<file path="src/sv/slt_pkg.sv">
`timescale 1ns / 1ps
package slt_pkg;

    // Result kinds carried on tuser.
    localparam logic [1:0] KIND_CHAR   = 2'd0;
    localparam logic [1:0] KIND_WORD   = 2'd1;
    localparam logic [1:0] KIND_SYMBOL = 2'd2;

    // Token types.
    localparam logic [3:0] TT_KEYWORD  = 4'd0;
    localparam logic [3:0] TT_FUNCNAME = 4'd1;
    localparam logic [3:0] TT_VARIABLE = 4'd2;
    localparam logic [3:0] TT_DATUM    = 4'd3;
    localparam logic [3:0] TT_LPAREN   = 4'd4;
    localparam logic [3:0] TT_RPAREN   = 4'd5;
    localparam logic [3:0] TT_LBRACE   = 4'd6;
    localparam logic [3:0] TT_RBRACE   = 4'd7;
    localparam logic [3:0] TT_ASSIGN   = 4'd8;
    localparam logic [3:0] TT_AT       = 4'd9;
    localparam logic [3:0] TT_BANG     = 4'd10;
    localparam logic [3:0] TT_COMMA    = 4'd11;
    localparam logic [3:0] TT_SEMI     = 4'd12;
    localparam logic [3:0] TT_DOLLAR   = 4'd13;
    localparam logic [3:0] TT_ERROR    = 4'd14;

    // Character codes with a role of their own.
    localparam logic [7:0] CH_DOT    = 8'h2E;
    localparam logic [7:0] CH_QUOTE  = 8'h22;
    localparam logic [7:0] CH_LPAREN = 8'h28;
    localparam logic [7:0] CH_RPAREN = 8'h29;
    localparam logic [7:0] CH_LBRACE = 8'h7B;
    localparam logic [7:0] CH_RBRACE = 8'h7D;
    localparam logic [7:0] CH_EQUAL  = 8'h3D;
    localparam logic [7:0] CH_AT     = 8'h40;
    localparam logic [7:0] CH_BANG   = 8'h21;
    localparam logic [7:0] CH_COMMA  = 8'h2C;
    localparam logic [7:0] CH_SEMI   = 8'h3B;
    localparam logic [7:0] CH_DOLLAR = 8'h24;

    // Word length saturates here; the keyword is four bytes long.
    localparam logic [2:0] WORD_LEN_MAX = 3'd5;
    localparam logic [2:0] KEYWORD_LEN  = 3'd4;

    // Default depth of the result queue.
    localparam int QUEUE_DEPTH = 4;

    // One result beat.
    typedef struct packed {
        logic [1:0] kind;
        logic [3:0] ttype;
        logic [7:0] ch;
        logic       last;
    } t_result;

    // All results caused by one input item: one or two.
    typedef struct packed {
        logic    two;
        t_result res0;
        t_result res1;
    } t_entry;

    function automatic logic is_space(input logic [7:0] c);
        return (c == 8'h20) || (c >= 8'h09 && c <= 8'h0D);
    endfunction

    function automatic logic is_digit(input logic [7:0] c);
        return c >= 8'h30 && c <= 8'h39;
    endfunction

    function automatic logic is_alpha(input logic [7:0] c);
        return (c >= 8'h41 && c <= 8'h5A) || (c >= 8'h61 && c <= 8'h7A);
    endfunction

    function automatic logic is_punct(input logic [7:0] c);
        return (c >= 8'h21 && c <= 8'h7E) && !is_digit(c) && !is_alpha(c);
    endfunction

    // Letters of the keyword "func".
    function automatic logic [7:0] kw_char(input logic [1:0] idx);
        logic [7:0] r;
        unique case (idx)
            2'd0:    r = 8'h66;
            2'd1:    r = 8'h75;
            2'd2:    r = 8'h6E;
            default: r = 8'h63;
        endcase
        return r;
    endfunction

    function automatic logic [3:0] symbol_type(input logic [7:0] c);
        logic [3:0] r;
        unique case (c)
            CH_LPAREN: r = TT_LPAREN;
            CH_RPAREN: r = TT_RPAREN;
            CH_LBRACE: r = TT_LBRACE;
            CH_RBRACE: r = TT_RBRACE;
            CH_EQUAL:  r = TT_ASSIGN;
            CH_AT:     r = TT_AT;
            CH_BANG:   r = TT_BANG;
            CH_COMMA:  r = TT_COMMA;
            CH_SEMI:   r = TT_SEMI;
            CH_DOLLAR: r = TT_DOLLAR;
            default:   r = TT_ERROR;
        endcase
        return r;
    endfunction

    // Type of a word at the moment it ends.
    function automatic logic [3:0] word_type(
        input logic [2:0] wl,
        input logic       km,
        input logic       in_str,
        input logic       pv,
        input logic [3:0] pt,
        input logic       fa
    );
        logic [3:0] r;
        if (wl == KEYWORD_LEN && km) begin
            r = TT_KEYWORD;
        end else if (in_str) begin
            r = TT_DATUM;
        end else if (!pv) begin
            r = TT_VARIABLE;
        end else if (pt == TT_KEYWORD || pt == TT_AT) begin
            r = TT_FUNCNAME;
        end else if (pt == TT_ASSIGN) begin
            r = fa ? TT_VARIABLE : TT_DATUM;
        end else begin
            r = TT_VARIABLE;
        end
        return r;
    endfunction

endpackage

</file>
<file path="src/sv/slt_front.sv">
`timescale 1ns / 1ps
module slt_front (
    input  logic               i_clk,
    input  logic               i_rst_n,
    input  logic               i_valid,
    input  logic [7:0]         i_char,
    input  logic               i_eoi,
    input  logic               i_full,
    output logic               o_ready,
    output logic               o_push,
    output slt_pkg::t_entry    o_entry
);
    import slt_pkg::*;

    logic       r_in_string, n_in_string;
    logic [2:0] r_wl, n_wl;
    logic       r_km, n_km;
    logic       r_fd, n_fd;
    logic       r_fa, n_fa;
    logic [3:0] r_pt, n_pt;
    logic       r_pv, n_pv;

    logic       accept;
    logic       active, quote, do_space, do_punct, join_word;
    logic       end_before, emit_sym;
    logic [3:0] wt_before, sym_t, wt_after;
    logic [2:0] j_wl;
    logic       j_km, j_fd, j_fa;
    t_result    res_end, res_sym, res_chr, res_eoi;

    assign o_ready = !i_full;
    assign accept  = i_valid && o_ready;

    // Classify the byte against the current lexer state.
    always_comb begin
        quote     = (i_char == CH_QUOTE);
        active    = !r_in_string || quote;
        do_space  = active && is_space(i_char);
        do_punct  = active && is_punct(i_char)
                    && !(i_char == CH_DOT && r_wl != 3'd0 && r_fd);
        join_word = !(do_space || do_punct);
        end_before = !join_word && (r_wl != 3'd0);
        emit_sym   = do_punct && !quote;
        wt_before  = word_type(r_wl, r_km, r_in_string, r_pv, r_pt, r_fa);
        sym_t      = symbol_type(i_char);

        // Word state after the byte joins the word.
        j_fd = (r_wl == 3'd0) ? is_digit(i_char) : r_fd;
        j_fa = (r_wl == 3'd0) ? is_alpha(i_char) : r_fa;
        j_km = r_km && (r_wl < KEYWORD_LEN) && (i_char == kw_char(r_wl[1:0]));
        j_wl = (r_wl < WORD_LEN_MAX) ? r_wl + 3'd1 : r_wl;
        wt_after = word_type(j_wl, j_km, r_in_string, r_pv, r_pt, j_fa);
    end

    // Build the result beats.
    always_comb begin
        res_end = '{kind: KIND_WORD,   ttype: wt_before, ch: i_char, last: !emit_sym};
        res_sym = '{kind: KIND_SYMBOL, ttype: sym_t,     ch: i_char, last: 1'b1};
        res_chr = '{kind: KIND_CHAR,   ttype: TT_KEYWORD, ch: i_char, last: !i_eoi};
        res_eoi = '{kind: KIND_WORD,   ttype: wt_after,  ch: i_char, last: 1'b1};

        o_entry = '{two: 1'b0, res0: res_chr, res1: res_eoi};
        o_push  = 1'b0;
        if (join_word) begin
            o_entry.two = i_eoi;
            o_push      = accept;
        end else if (end_before) begin
            o_entry = '{two: emit_sym, res0: res_end, res1: res_sym};
            o_push  = accept;
        end else if (emit_sym) begin
            o_entry = '{two: 1'b0, res0: res_sym, res1: res_sym};
            o_push  = accept;
        end
    end

    // Next lexer state.
    always_comb begin
        n_in_string = r_in_string;
        n_wl = r_wl;
        n_km = r_km;
        n_fd = r_fd;
        n_fa = r_fa;
        n_pt = r_pt;
        n_pv = r_pv;
        if (join_word) begin
            n_wl = j_wl;
            n_km = j_km;
            n_fd = j_fd;
            n_fa = j_fa;
            if (i_eoi) begin
                n_pt = wt_after;
                n_pv = 1'b1;
            end
        end else begin
            if (end_before) begin
                n_pt = wt_before;
                n_pv = 1'b1;
            end
            if (emit_sym) begin
                n_pt = sym_t;
                n_pv = 1'b1;
            end
            if (quote) begin
                n_in_string = !r_in_string;
            end
        end
        // Any ended word clears the word state.
        if (!join_word || i_eoi) begin
            n_wl = 3'd0;
            n_km = 1'b1;
            n_fd = 1'b0;
            n_fa = 1'b0;
        end
    end

    always_ff @(posedge i_clk) begin
        if (!i_rst_n) begin
            r_in_string <= 1'b0;
            r_wl <= 3'd0;
            r_km <= 1'b1;
            r_fd <= 1'b0;
            r_fa <= 1'b0;
            r_pt <= TT_KEYWORD;
            r_pv <= 1'b0;
        end else if (accept) begin
            r_in_string <= n_in_string;
            r_wl <= n_wl;
            r_km <= n_km;
            r_fd <= n_fd;
            r_fa <= n_fa;
            r_pt <= n_pt;
            r_pv <= n_pv;
        end
    end

    // The word length never runs past its saturation point.
    a_wl_sat: assert property (@(posedge i_clk) disable iff (!i_rst_n)
        r_wl <= WORD_LEN_MAX)
        else $error("word length beyond saturation");

    // A word longer than the keyword can never still match it.
    a_km_long: assert property (@(posedge i_clk) disable iff (!i_rst_n)
        r_wl > KEYWORD_LEN |-> !r_km)
        else $error("keyword match held on a long word");

    // A byte that ends the input leaves no pending word behind.
    a_eoi_flush: assert property (@(posedge i_clk) disable iff (!i_rst_n)
        accept && i_eoi |=> r_wl == 3'd0)
        else $error("word pending after end of input");

    // The final beat of a pushed entry always carries the last flag.
    a_last: assert property (@(posedge i_clk) disable iff (!i_rst_n)
        o_push |-> (o_entry.two ? (o_entry.res1.last && !o_entry.res0.last)
                                : o_entry.res0.last))
        else $error("last flag misplaced");
endmodule

</file>
<file path="src/sv/slt_queue.sv">
`timescale 1ns / 1ps
module slt_queue #(
    parameter int Depth = slt_pkg::QUEUE_DEPTH
) (
    input  logic            i_clk,
    input  logic            i_rst_n,
    input  logic            i_push,
    input  slt_pkg::t_entry i_entry,
    input  logic            i_pop,
    output logic            o_full,
    output logic            o_valid,
    output slt_pkg::t_entry o_head
);
    import slt_pkg::*;

    localparam int PtrW = (Depth > 1) ? $clog2(Depth) : 1;
    localparam int CntW = $clog2(Depth + 1);
    localparam logic [PtrW-1:0] PtrLast = PtrW'(Depth - 1);
    localparam logic [CntW-1:0] CntFull = CntW'(Depth);

    t_entry          r_store [Depth];
    logic [PtrW-1:0] r_wptr, r_rptr;
    logic [CntW-1:0] r_count;

    assign o_full  = (r_count == CntFull);
    assign o_valid = (r_count != '0);
    assign o_head  = r_store[r_rptr];

    // Entry storage.
    always_ff @(posedge i_clk) begin
        if (i_push) begin
            r_store[r_wptr] <= i_entry;
        end
    end

    // Pointers and fill count.
    always_ff @(posedge i_clk) begin
        if (!i_rst_n) begin
            r_wptr  <= '0;
            r_rptr  <= '0;
            r_count <= '0;
        end else begin
            if (i_push) begin
                r_wptr <= (r_wptr == PtrLast) ? '0 : r_wptr + 1'b1;
            end
            if (i_pop) begin
                r_rptr <= (r_rptr == PtrLast) ? '0 : r_rptr + 1'b1;
            end
            if (i_push && !i_pop) begin
                r_count <= r_count + 1'b1;
            end else if (!i_push && i_pop) begin
                r_count <= r_count - 1'b1;
            end
        end
    end

    a_no_overflow: assert property (@(posedge i_clk) disable iff (!i_rst_n)
        !(i_push && o_full))
        else $error("push into full queue");

    a_no_underflow: assert property (@(posedge i_clk) disable iff (!i_rst_n)
        !(i_pop && !o_valid))
        else $error("pop from empty queue");

    a_count_bound: assert property (@(posedge i_clk) disable iff (!i_rst_n)
        r_count <= CntFull)
        else $error("queue count out of range");
endmodule

</file>
<file path="src/sv/slt_back.sv">
`timescale 1ns / 1ps
module slt_back (
    input  logic            i_clk,
    input  logic            i_rst_n,
    input  logic            i_valid,
    input  slt_pkg::t_entry i_head,
    input  logic            i_ready,
    output logic            o_pop,
    output logic            o_valid,
    output slt_pkg::t_result o_res
);
    import slt_pkg::*;

    logic r_sel;
    logic beat;

    assign o_valid = i_valid;
    assign o_res   = r_sel ? i_head.res1 : i_head.res0;
    assign beat    = i_valid && i_ready;
    // An entry leaves the queue with its final beat.
    assign o_pop   = beat && (r_sel || !i_head.two);

    // Select the second beat of a two-beat entry.
    always_ff @(posedge i_clk) begin
        if (!i_rst_n) begin
            r_sel <= 1'b0;
        end else if (beat) begin
            r_sel <= !o_pop;
        end
    end

    a_sel_two: assert property (@(posedge i_clk) disable iff (!i_rst_n)
        r_sel |-> (i_valid && i_head.two))
        else $error("second beat selected without a two-beat entry");

    a_sel_hold: assert property (@(posedge i_clk) disable iff (!i_rst_n)
        r_sel && !i_ready |=> r_sel)
        else $error("second beat lost under stall");

    a_pop_last: assert property (@(posedge i_clk) disable iff (!i_rst_n)
        o_pop |-> o_res.last)
        else $error("entry popped before its last beat");
endmodule

</file>
<file path="src/sv/script_lexer_token_classifier.sv">
`timescale 1ns / 1ps
// Script lexer token classifier.
// Input stream: one source byte per beat in s_axis_tdata[7:0]; s_axis_tlast
// marks the final byte of a text, after which any pending word is flushed.
// Output stream: per beat one result. m_axis_tuser holds the result kind
// (character of a word, ended word with its type, symbol token),
// m_axis_tdata[3:0] the token type and m_axis_tdata[11:4] the byte, and
// m_axis_tlast flags the final result caused by one input byte.
// Each input byte gives zero, one or two results. The classifier takes one
// byte per cycle while the queue is not full and writes its results into
// a queue of QDepth entries; the output side drains one result per cycle
// while m_axis_tready is high. Results are registered in the queue before
// the output, and the queue absorbs bursts of bytes yielding two results.
// s_axis_tready is low only while the queue is full, so a stalled receiver
// backs up into the queue first and then holds off the input.
// Reset clears the lexer state (outside a string, no word, no previous
// token) and empties the queue. String mode and the previous token carry
// over from one text to the next.
module script_lexer_token_classifier #(
    parameter int QDepth = slt_pkg::QUEUE_DEPTH
) (
    input  logic        i_clk,
    input  logic        i_rst_n,
    input  logic        s_axis_tvalid,
    output logic        s_axis_tready,
    input  logic [7:0]  s_axis_tdata,   // [7:0] char_code
    input  logic        s_axis_tlast,
    output logic        m_axis_tvalid,
    input  logic        m_axis_tready,
    output logic [15:0] m_axis_tdata,   // [3:0] token_type, [11:4] char_value, rest zero
    output logic [1:0]  m_axis_tuser,   // [1:0] result_kind
    output logic        m_axis_tlast
);
    import slt_pkg::*;

    logic    full, push, pop, q_valid;
    t_entry  entry, head;
    t_result res;

    slt_front u_front (
        .i_clk   (i_clk),
        .i_rst_n (i_rst_n),
        .i_valid (s_axis_tvalid),
        .i_char  (s_axis_tdata),
        .i_eoi   (s_axis_tlast),
        .i_full  (full),
        .o_ready (s_axis_tready),
        .o_push  (push),
        .o_entry (entry)
    );

    slt_queue #(.Depth(QDepth)) u_queue (
        .i_clk   (i_clk),
        .i_rst_n (i_rst_n),
        .i_push  (push),
        .i_entry (entry),
        .i_pop   (pop),
        .o_full  (full),
        .o_valid (q_valid),
        .o_head  (head)
    );

    slt_back u_back (
        .i_clk   (i_clk),
        .i_rst_n (i_rst_n),
        .i_valid (q_valid),
        .i_head  (head),
        .i_ready (m_axis_tready),
        .o_pop   (pop),
        .o_valid (m_axis_tvalid),
        .o_res   (res)
    );

    assign m_axis_tdata = {4'd0, res.ch, res.ttype};
    assign m_axis_tuser = res.kind;
    assign m_axis_tlast = res.last;
endmodule

</file>
<file path="config.mk">
export PLATFORM = sky130hd
export DESIGN_NAME = script_lexer_token_classifier
export DESIGN_NICKNAME = d
export VERILOG_FILES = /design/src/sv/slt_pkg.sv /design/src/sv/slt_front.sv /design/src/sv/slt_queue.sv /design/src/sv/slt_back.sv /design/src/sv/script_lexer_token_classifier.sv
export SDC_FILE = /design/constraint.sdc
export NUM_CORES = 1
export LEC_CHECK = 0
export ABC_AREA = 0
export BUFFER_PORTS_ARGS = -buffer_cell sky130_fd_sc_hd__buf_2
export CAP_MARGIN = 20
export CORE_UTILIZATION = 40
export DETAILED_ROUTE_END_ITERATION = 10
export GPL_TIMING_DRIVEN = 0
export SKIP_CTS_REPAIR_TIMING = 1
export SYNTH_ARGS = -nofsm -noshare
export SYNTH_HDL_FRONTEND = slang
export SYNTH_SLANG_ARGS = --single-unit
</file>
<file path="constraint.sdc">
create_clock -name i_clk -period 3.6 [get_ports i_clk]
set_input_delay 0.18 -clock i_clk [delete_from_list [all_inputs] [get_ports i_clk]]
set_output_delay 0.18 -clock i_clk [all_outputs]
set_load 0.02 [all_outputs]
</file>
* After elaboration in Yosys (flattened, before gate mapping)
Memory sizes are Yosys's and may differ from the RTL's. A register that Yosys moved wholly into a read port is not among the register bits. Cells that the tools add are included.
Operators by class: muxes and demuxes 49, magnitude comparators 12, equal/unequal tests 25, bitwise operators 0, reductions and logical operators 53, shift operators 0, multipliers 0, div/mod/pow operators 0, $add $sub $neg 5
Operators by type and width (count):
- 8-bit by 6-bit equality test with 1-bit output, second input constant | 10
- 30-bit 2-to-1 mux | 2
- 4-bit 2-to-1 mux | 14
- 4-bit case mux with 10 select lines | 1
- 31-bit 2-to-1 mux | 1
- 8-bit by 7-bit equality test with 1-bit output, second input constant | 3
- 8-bit by 7-bit less-or-equal comparator with 1-bit output, second input constant | 3
- 1-bit logical AND | 23
- 1-bit 2-to-1 mux | 20
- 8-bit by 6-bit greater-or-equal comparator with 1-bit output, second input constant | 2
- 8-bit by 7-bit greater-or-equal comparator with 1-bit output, second input constant | 2
- 15-bit 2-to-1 mux | 1
- 3-bit 2-to-1 mux | 5
- 5-bit case mux with 3 select lines | 1
- 1-bit zero test | 11
- 3-bit equality test, second input constant | 3
- 3-bit AND reduction | 3
- 4-bit equality test, second input constant | 2
- 8-bit by 7-bit equality test with 1-bit output | 1
- 8-bit by 4-bit greater-or-equal comparator with 1-bit output, second input constant | 1
- 8-bit by 4-bit less-or-equal comparator with 1-bit output, second input constant | 1
- 8-bit by 6-bit less-or-equal comparator with 1-bit output, second input constant | 1
- 2-bit 2-to-1 mux | 4
- 1-bit logical OR | 7
- 14 further kinds | 22
Word-level totals: latch bits 0, flip-flop bits (word level) 20, ROM bits 0, memories 1, word-level logic and storage cells 156, bits of input ports 13, output and inout bits 21, RAM bits 124
Memories:
- u_queue.r_store | words 4, width 31, read ports 1, clocked after memory_dff 1, write ports 1, RTL line slt_queue.sv:21 | t_entry r_store [Depth];

* Logic depth before layout (Yosys ltp)
Gate-level depths: netlist (run 1).
depth in word-level cells 15, depth in mapped cells 16, mapped depth without buffers 14

* Hierarchy
A second synthesis (run 1) with hierarchy kept.
Unflattened totals: cells, all modules 436, area total of the unflattened synthesis 6695.2 sq um
Modules (own cells, without submodules):
- slt_queue | cells each 205, times used 1, sequential area each 3903.7 sq um, area an instance 4933.5 sq um
- slt_front | cells each 201, times used 1, sequential area each 240.2 sq um, area an instance 1427.6 sq um
- slt_back | cells each 25, times used 1, sequential area each 20.0 sq um, area an instance 300.3 sq um
- script_lexer_token_classifier | cells each 5, times used 1, sequential area each 0.0 sq um, area an instance 33.8 sq um

* Worst setup path before layout (run 1)
Ideal clock, no wire load.
kind reg2reg, start reg u_front.r_wl[0], end reg u_queue.r_count[2], setup slack 0.388 ns, cell stages (with the launch flop) 16, clock period less this slack 3.212 ns, buffers on the path 1, data arrival time 3.141 ns, setup time 0.071 ns, required time 3.529 ns, cell sequence dfxtp_1 -> inv_1 -> ha_1 -> nand2b_1 -> clkbuf_1 -> nand4_1 -> o2111a_2 -> a21oi_2 -> o31ai_4 -> inv_2 -> ha_1 -> inv_1 -> fa_1 -> xor2_1 -> or3_1 -> a21oi_1
Between the ends: longest elaborated chain between the ends 12, elaborated cells between the ends (all ways) 16, classes of those cells mux: 4; reduce/logical: 12
Ends and longest elaborated chain:
- from (decl) | RTL line slt_front.sv:16 | logic [2:0] r_wl, n_wl;
- from (signal assigned) | RTL line slt_front.sv:127 | r_wl <= n_wl;
- 3-bit nonzero test * | RTL line slt_front.sv:40, slt_front.sv:42
- 1-bit logical AND (2 in a row) | RTL line slt_front.sv:40 | && !(i_char == CH_DOT && r_wl != 3'd0 && r_fd);
- 1-bit zero test | RTL line slt_front.sv:40
- 1-bit logical AND | RTL line slt_front.sv:40
- 1-bit logical AND or 1-bit logical OR (tied branches) | RTL line slt_front.sv:43, slt_front.sv:41
- 1-bit 2-to-1 mux or 1-bit logical AND (tied branches) | RTL line slt_front.sv:70, slt_front.sv:42
- 1-bit 2-to-1 mux | RTL line slt_front.sv:67 | end else if (end_before) begin
- 1-bit 2-to-1 mux * | RTL line slt_front.sv:64 | if (join_word) begin
- named net push | RTL line script_lexer_token_classifier.sv:36 | logic full, push, pop, q_valid;
- 1-bit zero test | RTL line slt_queue.sv:51 | end else if (!i_push && i_pop) begin
- 1-bit logical AND | RTL line slt_queue.sv:51
- 2-bit nonzero test (no line)
- to (signal assigned) | RTL line slt_queue.sv:50 | r_count <= r_count + 1'b1;
- to (signal assigned) | RTL line slt_queue.sv:52 | r_count <= r_count - 1'b1;
- to (decl) | RTL line slt_queue.sv:23 | logic [CntW-1:0] r_count;
The timed path passes the listed nets; every way through them passes the cells marked *. A chain may end at the register's enable or synchronous reset.

* Worst setup path after layout (run 1)
Ends and elaborated chain as after synthesis.

==> results of run 1 <==
-- power breakdown --
part / internal (µW) / switching [µW]
clock: 542 / 455
combinational: 385 / 535
sequential: 1530 / 57.5
total: 2460 / 1050
-- worst paths after layout --
kind                                      to  slack (ns)                    startpoint
min reg2reg        u_front.r_fd$_SDFFE_PN0P_        0.47     u_front.r_fd$_SDFFE_PN0P_
max reg2reg  u_queue.r_count[2]$_SDFFE_PN0P_        0.23  u_front.r_wl[0]$_SDFFE_PN0P_
min                u_front.r_km$_SDFFE_PN1P_        0.07                       i_rst_n
max          u_queue.r_count[2]$_SDFFE_PN0P_        0.23  u_front.r_wl[0]$_SDFFE_PN0P_
-- worst max-delay path: stages (launching register included) --
cell and delay, ns:
dfxtp_1 0.45, inv_1 0.15, ha_1 0.27, nand2b_2 0.19, nand4_1 0.12, o2111a_2 0.21, a21oi_4 0.32, o31ai_4 0.07
buf_4 0.19, inv_2 0.08, ha_1 0.19, inv_1 0.06, fa_1 0.37, xor2_1 0.18, or3_1 0.31, a21oi_1 0.14
-- metrics by stage --
step,hold slack [ns],instances
CTS,0.0639,616
global placement,0.418,596
detailed placement,0.424,600
finish,0.0702,618
global route,0.0705,618
floorplan,0.242,395
-- layer usage --
layer  wire (µm)  up-vias  GRT usage
met5           0        -          0
met4         134        0     0.0615
met3         392        9     0.0356
met2        5050       64      0.271
met1        5030     1631      0.241
li1            -     1578          -
-- registers in the layout, indices dropped and copies added, names as in the netlist, named ones only --
name,flops
u_queue.r_store,88
u_queue.r_wptr,2
u_front.r_km,1
u_front.r_wl,3
u_queue.r_count,3
u_front.r_fa,1
u_queue.r_rptr,2
u_front.r_fd,1
u_front.r_pt,4
u_front.r_in_string,1
u_front.r_pv,1
u_back.r_sel,1
-- placed cells by master (no fill, tap or decap), types with 8 or more instances in the layout --
cell type and n:
a21oi_1 21, buf_2 33, buf_4 8, clkbuf_16 9, dfxtp_1 22, edfxtp_1 88
ha_1 11, inv_1 13, mux4_2 22, nand2_1 43, nor2_1 24, nor3_1 8
o21ai_0 14
-- area by class of cell --
class | count | area [µm²]
Clock inverter | 7 | 73.8
Timing Repair Buffer | 36 | 278
Sequential cell | 110 | 3080
Fill cell | 1150 | 6660
Inverter | 14 | 52.6
Clock buffer | 9 | 225
Tap cell | 172 | 215
Multi-Input combinational cell | 248 | 1960
Buffer | 22 | 121
-- cells by family (layout without fill, tap and decap cells) --
kind of cell / count (synthesis) / in the layout / share of synthesized area
other: 1 / 4 / 0.000721
DFF: 110 / 110 / 0.592
muxes: 25 / 25 / 0.101
xor gates and xnor gates: 8 / 8 / 0.0135
buffers and inverters: 37 / 88 / 0.0341
adders and majority gates: 12 / 12 / 0.0303
AOI/OAI and AO/OA: 66 / 66 / 0.0878
and+or+nand+nor: 133 / 133 / 0.140
==> flow_metrics.py, run 1 <==
metrics = {
    "outcome": {
        "result_of_the_run": "finished clean",
    },
    "yosys": {
        "ys_seq_elements": 110,
        "yosys-top-cells-count": "edfxtp_1, nand2_1, nor2_1",
        "yosysUniqueCellTypes": 62,
        "number_of_enable_type_register_cells_in_the_synthesized_netlist": 88,
        "post_synth_instance_area_um2": 5200,
        "synth_top_cell_by_area": "edfxtp_1",
        "synth_warnings": 0,
        "ys_seq_area_frac": 0.592,
        "most_frequently_used_cell_type_in_the_post_synthesis_netlist": "edfxtp_1",
        "yosys_most_used_dff": "edfxtp_1",
        "synth_area_per_cell_um2": 13.3,
        "async_reset_ff_frac": 0,
        "synth.top_cells.by_area": "edfxtp_1, mux4_2, dfxtp_1",
        "synth_largest_type_area_fraction": 0.508,
        "syn-instance-count": 392,
    },
    "placement": {
        "detailedPlacementHpwl_um": 7330,
        "place.port_buffers": 29,
        "placement.cell_area_um2": 5690,
        "preCtsSetupSlack_ns": -0.113,
        "routability_cong": 0.851,
    },
    "critical_path": {
        "crit_fanout": 10,
        "crit_path_end_kind": "flip-flop",
        "kind_of_launch_point_of_the_worst_setup_path": "flip-flop",
        "r2r.worst_path.cells": 15,
        "critPathArrivalTime_ns": 3.65,
        "cp.required_ns": 3.88,
        "criticalPathCategory": "reg -> reg",
    },
    "grt": {
        "wire_length_of_the_first_global_routing_pass_um": 17100,
        "grt_overflow_total": 0,
        "grt_pass1_vias": 3162,
        "grt_antenna_before_repair": 0,
        "grt_util_all_layers": 0.173,
        "maximum_number_of_pins_on_one_net_before_global_route_repair": 19,
    },
    "sta": {
        "layout_min_cycle_time_ns": 3.37,
        "final_hold_violation_count": 0,
        "finalSetupTns_ns": 0,
        "skew_final_ns": 0.00949,
        "final.period_utilization": 0.936,
        "max_slew_margin": 0.382,
        "layout_setup_ws_ns": 0.229,
        "tightestPinTransition_ns": 0.927,
        "fmaxAchievable_mhz": 297,
        "rsz0062_at_grt": "no",
        "timing_max_transition_violations_final": 0,
        "finalSetupViolations": 0,
    },
    "drt": {
        "wl_per_cell_um": 17.2,
        "viasPerCell": 5.31,
        "routed_wl_um": 10600,
        "drc": 0,
        "drt-initial-drc-count": 307,
        "final_antenna_net_count": 0,
        "drt_pass1_iterations": 4,
        "detailroute.via_count": 3282,
    },
    "clock_tree": {
        "total_clock_sinks": 110,
        "cts_tree": "built",
        "clkLatencyLatePin_ns": 0.35,
        "clk_pin_slew_ns": 0.08,
        "clock_tree.buffer_depth": 2,
        "cts_inserted_buffers": 9,
        "h_tree_depth_reported_by_cts": 3,
        "ctsRootBufferMaster": "clkbuf_16",
    },
    "min_path": {
        "whs_path_depth": 2,
        "hold_class": "in -> reg",
    },
    "flow_run": {
        "cap_violations": 0,
    },
    "cells_and_area": {
        "final_design_area_no_fill_um2": 6010,
        "final_util": 0.475,
        "flow.area_growth_from_synthesis_pct": 15.6,
        "antenna_cells_inserted": 0,
        "design.final.nets": 466,
        "drive_above_1_share": 0.222,
    },
    "pwr": {
        "cellLeakagePower_uw": 0.00212,
        "max-vdd-ir-drop_mv": 0.222,
        "power-per-cell-area_nw_per_um2": 583,
        "design_power_total_uw": 3500,
    },
    "floorplan": {
        "placementRows": 41,
        "die-area_um2": 13500,
        "initial_core_util": 0.411,
        "core_area_um2": 12700,
        "die-width_um": 116,
        "top_level_ports": 34,
        "die_height_um": 116,
    },
}
Power figures use the tool's default switching activity.
==> inputs of run 2 (changes only) <==
Settings changed: REMOVE_ABC_BUFFERS from default to 1.
Clock period 3.6 ns to 2.95 ns, I/O delays scaled along.
==> flow_metrics.py, run 2 (synthesized netlist as in run 1, its figures left out) <==
metrics = {
    "critical_path": {
        "crit_path_end_kind": "flip-flop",
        "kind_of_launch_point_of_the_worst_setup_path": "flip-flop",
        "critPathArrivalTime_ns": 3.07,
        "criticalPathCategory": "reg -> reg",
        "cp.required_ns": 3.23,
        "crit_fanout": 7,
    },
    "placement": {
        "number_of_placed_instances_taps_included": 578,
        "detailedPlacementHpwl_um": 6760,
        "placement.cell_area_um2": 5560,
        "routability_cong": 0.806,
        "place.port_buffers": 29,
    },
    "drt": {
        "viasPerCell": 5.24,
        "detailroute.via_count": 3152,
        "drt-initial-drc-count": 199,
        "drt_pass1_iterations": 4,
        "drc": 0,
        "wl_per_cell_um": 16.7,
        "routed_wl_um": 10000,
        "final_antenna_net_count": 0,
    },
    "pwr": {
        "cellLeakagePower_uw": 0.00209,
        "power-per-cell-area_nw_per_um2": 726,
        "max-vdd-ir-drop_mv": 0.284,
    },
    "grt": {
        "grt_util_all_layers": 0.162,
        "maximum_number_of_pins_on_one_net_before_global_route_repair": 25,
        "grt_antenna_before_repair": 0,
        "grt_overflow_total": 0,
        "wire_length_of_the_first_global_routing_pass_um": 16100,
        "grt_pass1_vias": 3038,
    },
    "floorplan": {
        "core_area_um2": 12700,
        "die-area_um2": 13500,
        "die-width_um": 116,
        "placementRows": 41,
        "die_height_um": 116,
        "initial_core_util": 0.411,
        "top_level_ports": 34,
    },
    "outcome": {
        "result_of_the_run": "finished clean",
    },
    "flow_run": {
        "cap_violations": 0,
    },
    "cells_and_area": {
        "final_design_area_no_fill_um2": 6000,
        "fill_cells": 1141,
        "max_ffs_per_register": 88,
        "most_common_cell_after_layout_fill_and_taps_aside": "edfxtp_1",
        "design.final.nets": 449,
        "registers.top_by_ff_count": "u_queue.r_store",
        "antenna_cells_inserted": 0,
        "layout_common_cells": "edfxtp_1, nand2_1, buf_2",
        "flow.area_growth_from_synthesis_pct": 15.3,
        "layoutNonFillerInstCount": 601,
        "largestRegisters": "u_queue.r_store: 88 flops, u_front.r_pt: 4 flops",
        "drive_above_1_share": 0.242,
    },
    "clock_tree": {
        "clkLatencyLatePin_ns": 0.35,
        "clock_tree.buffer_depth": 2,
        "clk_pin_slew_ns": 0.07,
        "cts_inserted_buffers": 9,
        "h_tree_depth_reported_by_cts": 3,
        "ctsRootBufferMaster": "clkbuf_16",
        "cts_tree": "built",
        "total_clock_sinks": 110,
    },
    "sta": {
        "skew_final_ns": 0.00766,
        "fmaxAchievable_mhz": 358,
        "final_hold_violation_count": 0,
        "layout_min_cycle_time_ns": 2.79,
        "finalSetupViolations": 0,
        "timing_max_transition_violations_final": 0,
        "tightestPinTransition_ns": 0.685,
        "final.period_utilization": 0.947,
        "max_slew_margin": 0.544,
    },
    "min_path": {
        "hold_class": "in -> reg",
    },
}
[run 2: cell count changes in the layout (fill, tap and decap cells not counted), moves of 2 or more]
cell	delta
inv_1	-2
dfxtp_1	-4
dfxtp_4	+2
ha_4	+2
buf_1	-4
clkbuf_1	-7
ha_1	-2
buf_6	-2
buf_2	-4
buf_8	+2
inv_6	+3
dfxtp_2	+2
[run 2: layer usage]
layer	routed length [µm]	vias up	share of wire	GRT usage
met5	0	-	0	0
li1	-	1538	-	-
met3	282	10	0.028	0.0319
met4	135	0	0.013	0.0581
met2	4780	43	0.48	0.260
met1	4820	1561	0.48	0.218
[run 2: power by group]
part / switching, µW / internal (µW)
registers: 133 / 1870
logic: 589 / 478
clock network: 542 / 746
[run 2: layout make-up]
type | count | area [µm²] | area share
sequential | 110 | 3090 | 0.515
multi-input combinational | 248 | 2000 | 0.334
timing repair buffer | 41 | 310 | 0.0517
clock buffer | 9 | 225 | 0.0375
tap | 172 | 215 | 0.0359
clock inverter | 7 | 93.8 | 0.0156
inverter | 14 | 60.1 | 0.0100
[run 2: critical path: stages (launching register included)]
cell	delay, ns
dfxtp_4	0.38
inv_6	0.08
ha_4	0.15
nand2b_4	0.10
nand4_1	0.10
o2111a_2	0.28
and2_4	0.20
o31ai_4	0.10
inv_2	0.12
ha_4	0.15
inv_1	0.05
fa_2	0.33
xor2_1	0.18
or3_1	0.37
a21oi_2	0.12
[run 2: final timing paths]
check | start | to | cells past startpoint | slack, ns
setup / recovery | u_front.r_wl[0]$_SDFFE_PN0P_ | u_queue.r_count[2]$_SDFFE_PN0P_ | 14 | 0.16
hold / removal | i_rst_n | u_front.r_km$_SDFFE_PN1P_ | 2 | 0.05
setup reg to reg | u_front.r_wl[0]$_SDFFE_PN0P_ | u_queue.r_count[2]$_SDFFE_PN0P_ | 14 | 0.16
hold reg to reg | u_front.r_fd$_SDFFE_PN0P_ | u_front.r_fd$_SDFFE_PN0P_ | 2 | 0.46
[run 2: through the flow]
stage          setup WS, ns  utilization  power [µW]  setup TNS (ns)  hold WS [ns]
6_report              0.156        0.474        4360               0        0.0492
3_5_place_dp         -0.618        0.439        3070          -25.82         0.405
3_3_place_gp         -0.643        0.430        3010          -58.52         0.391
2_1_floorplan        -0.152            -        2710          -0.163         0.209
4_1_cts              -0.669        0.464        4350          -27.66        0.0381
5_1_grt             -0.0147        0.474        4570         -0.0147        0.0443
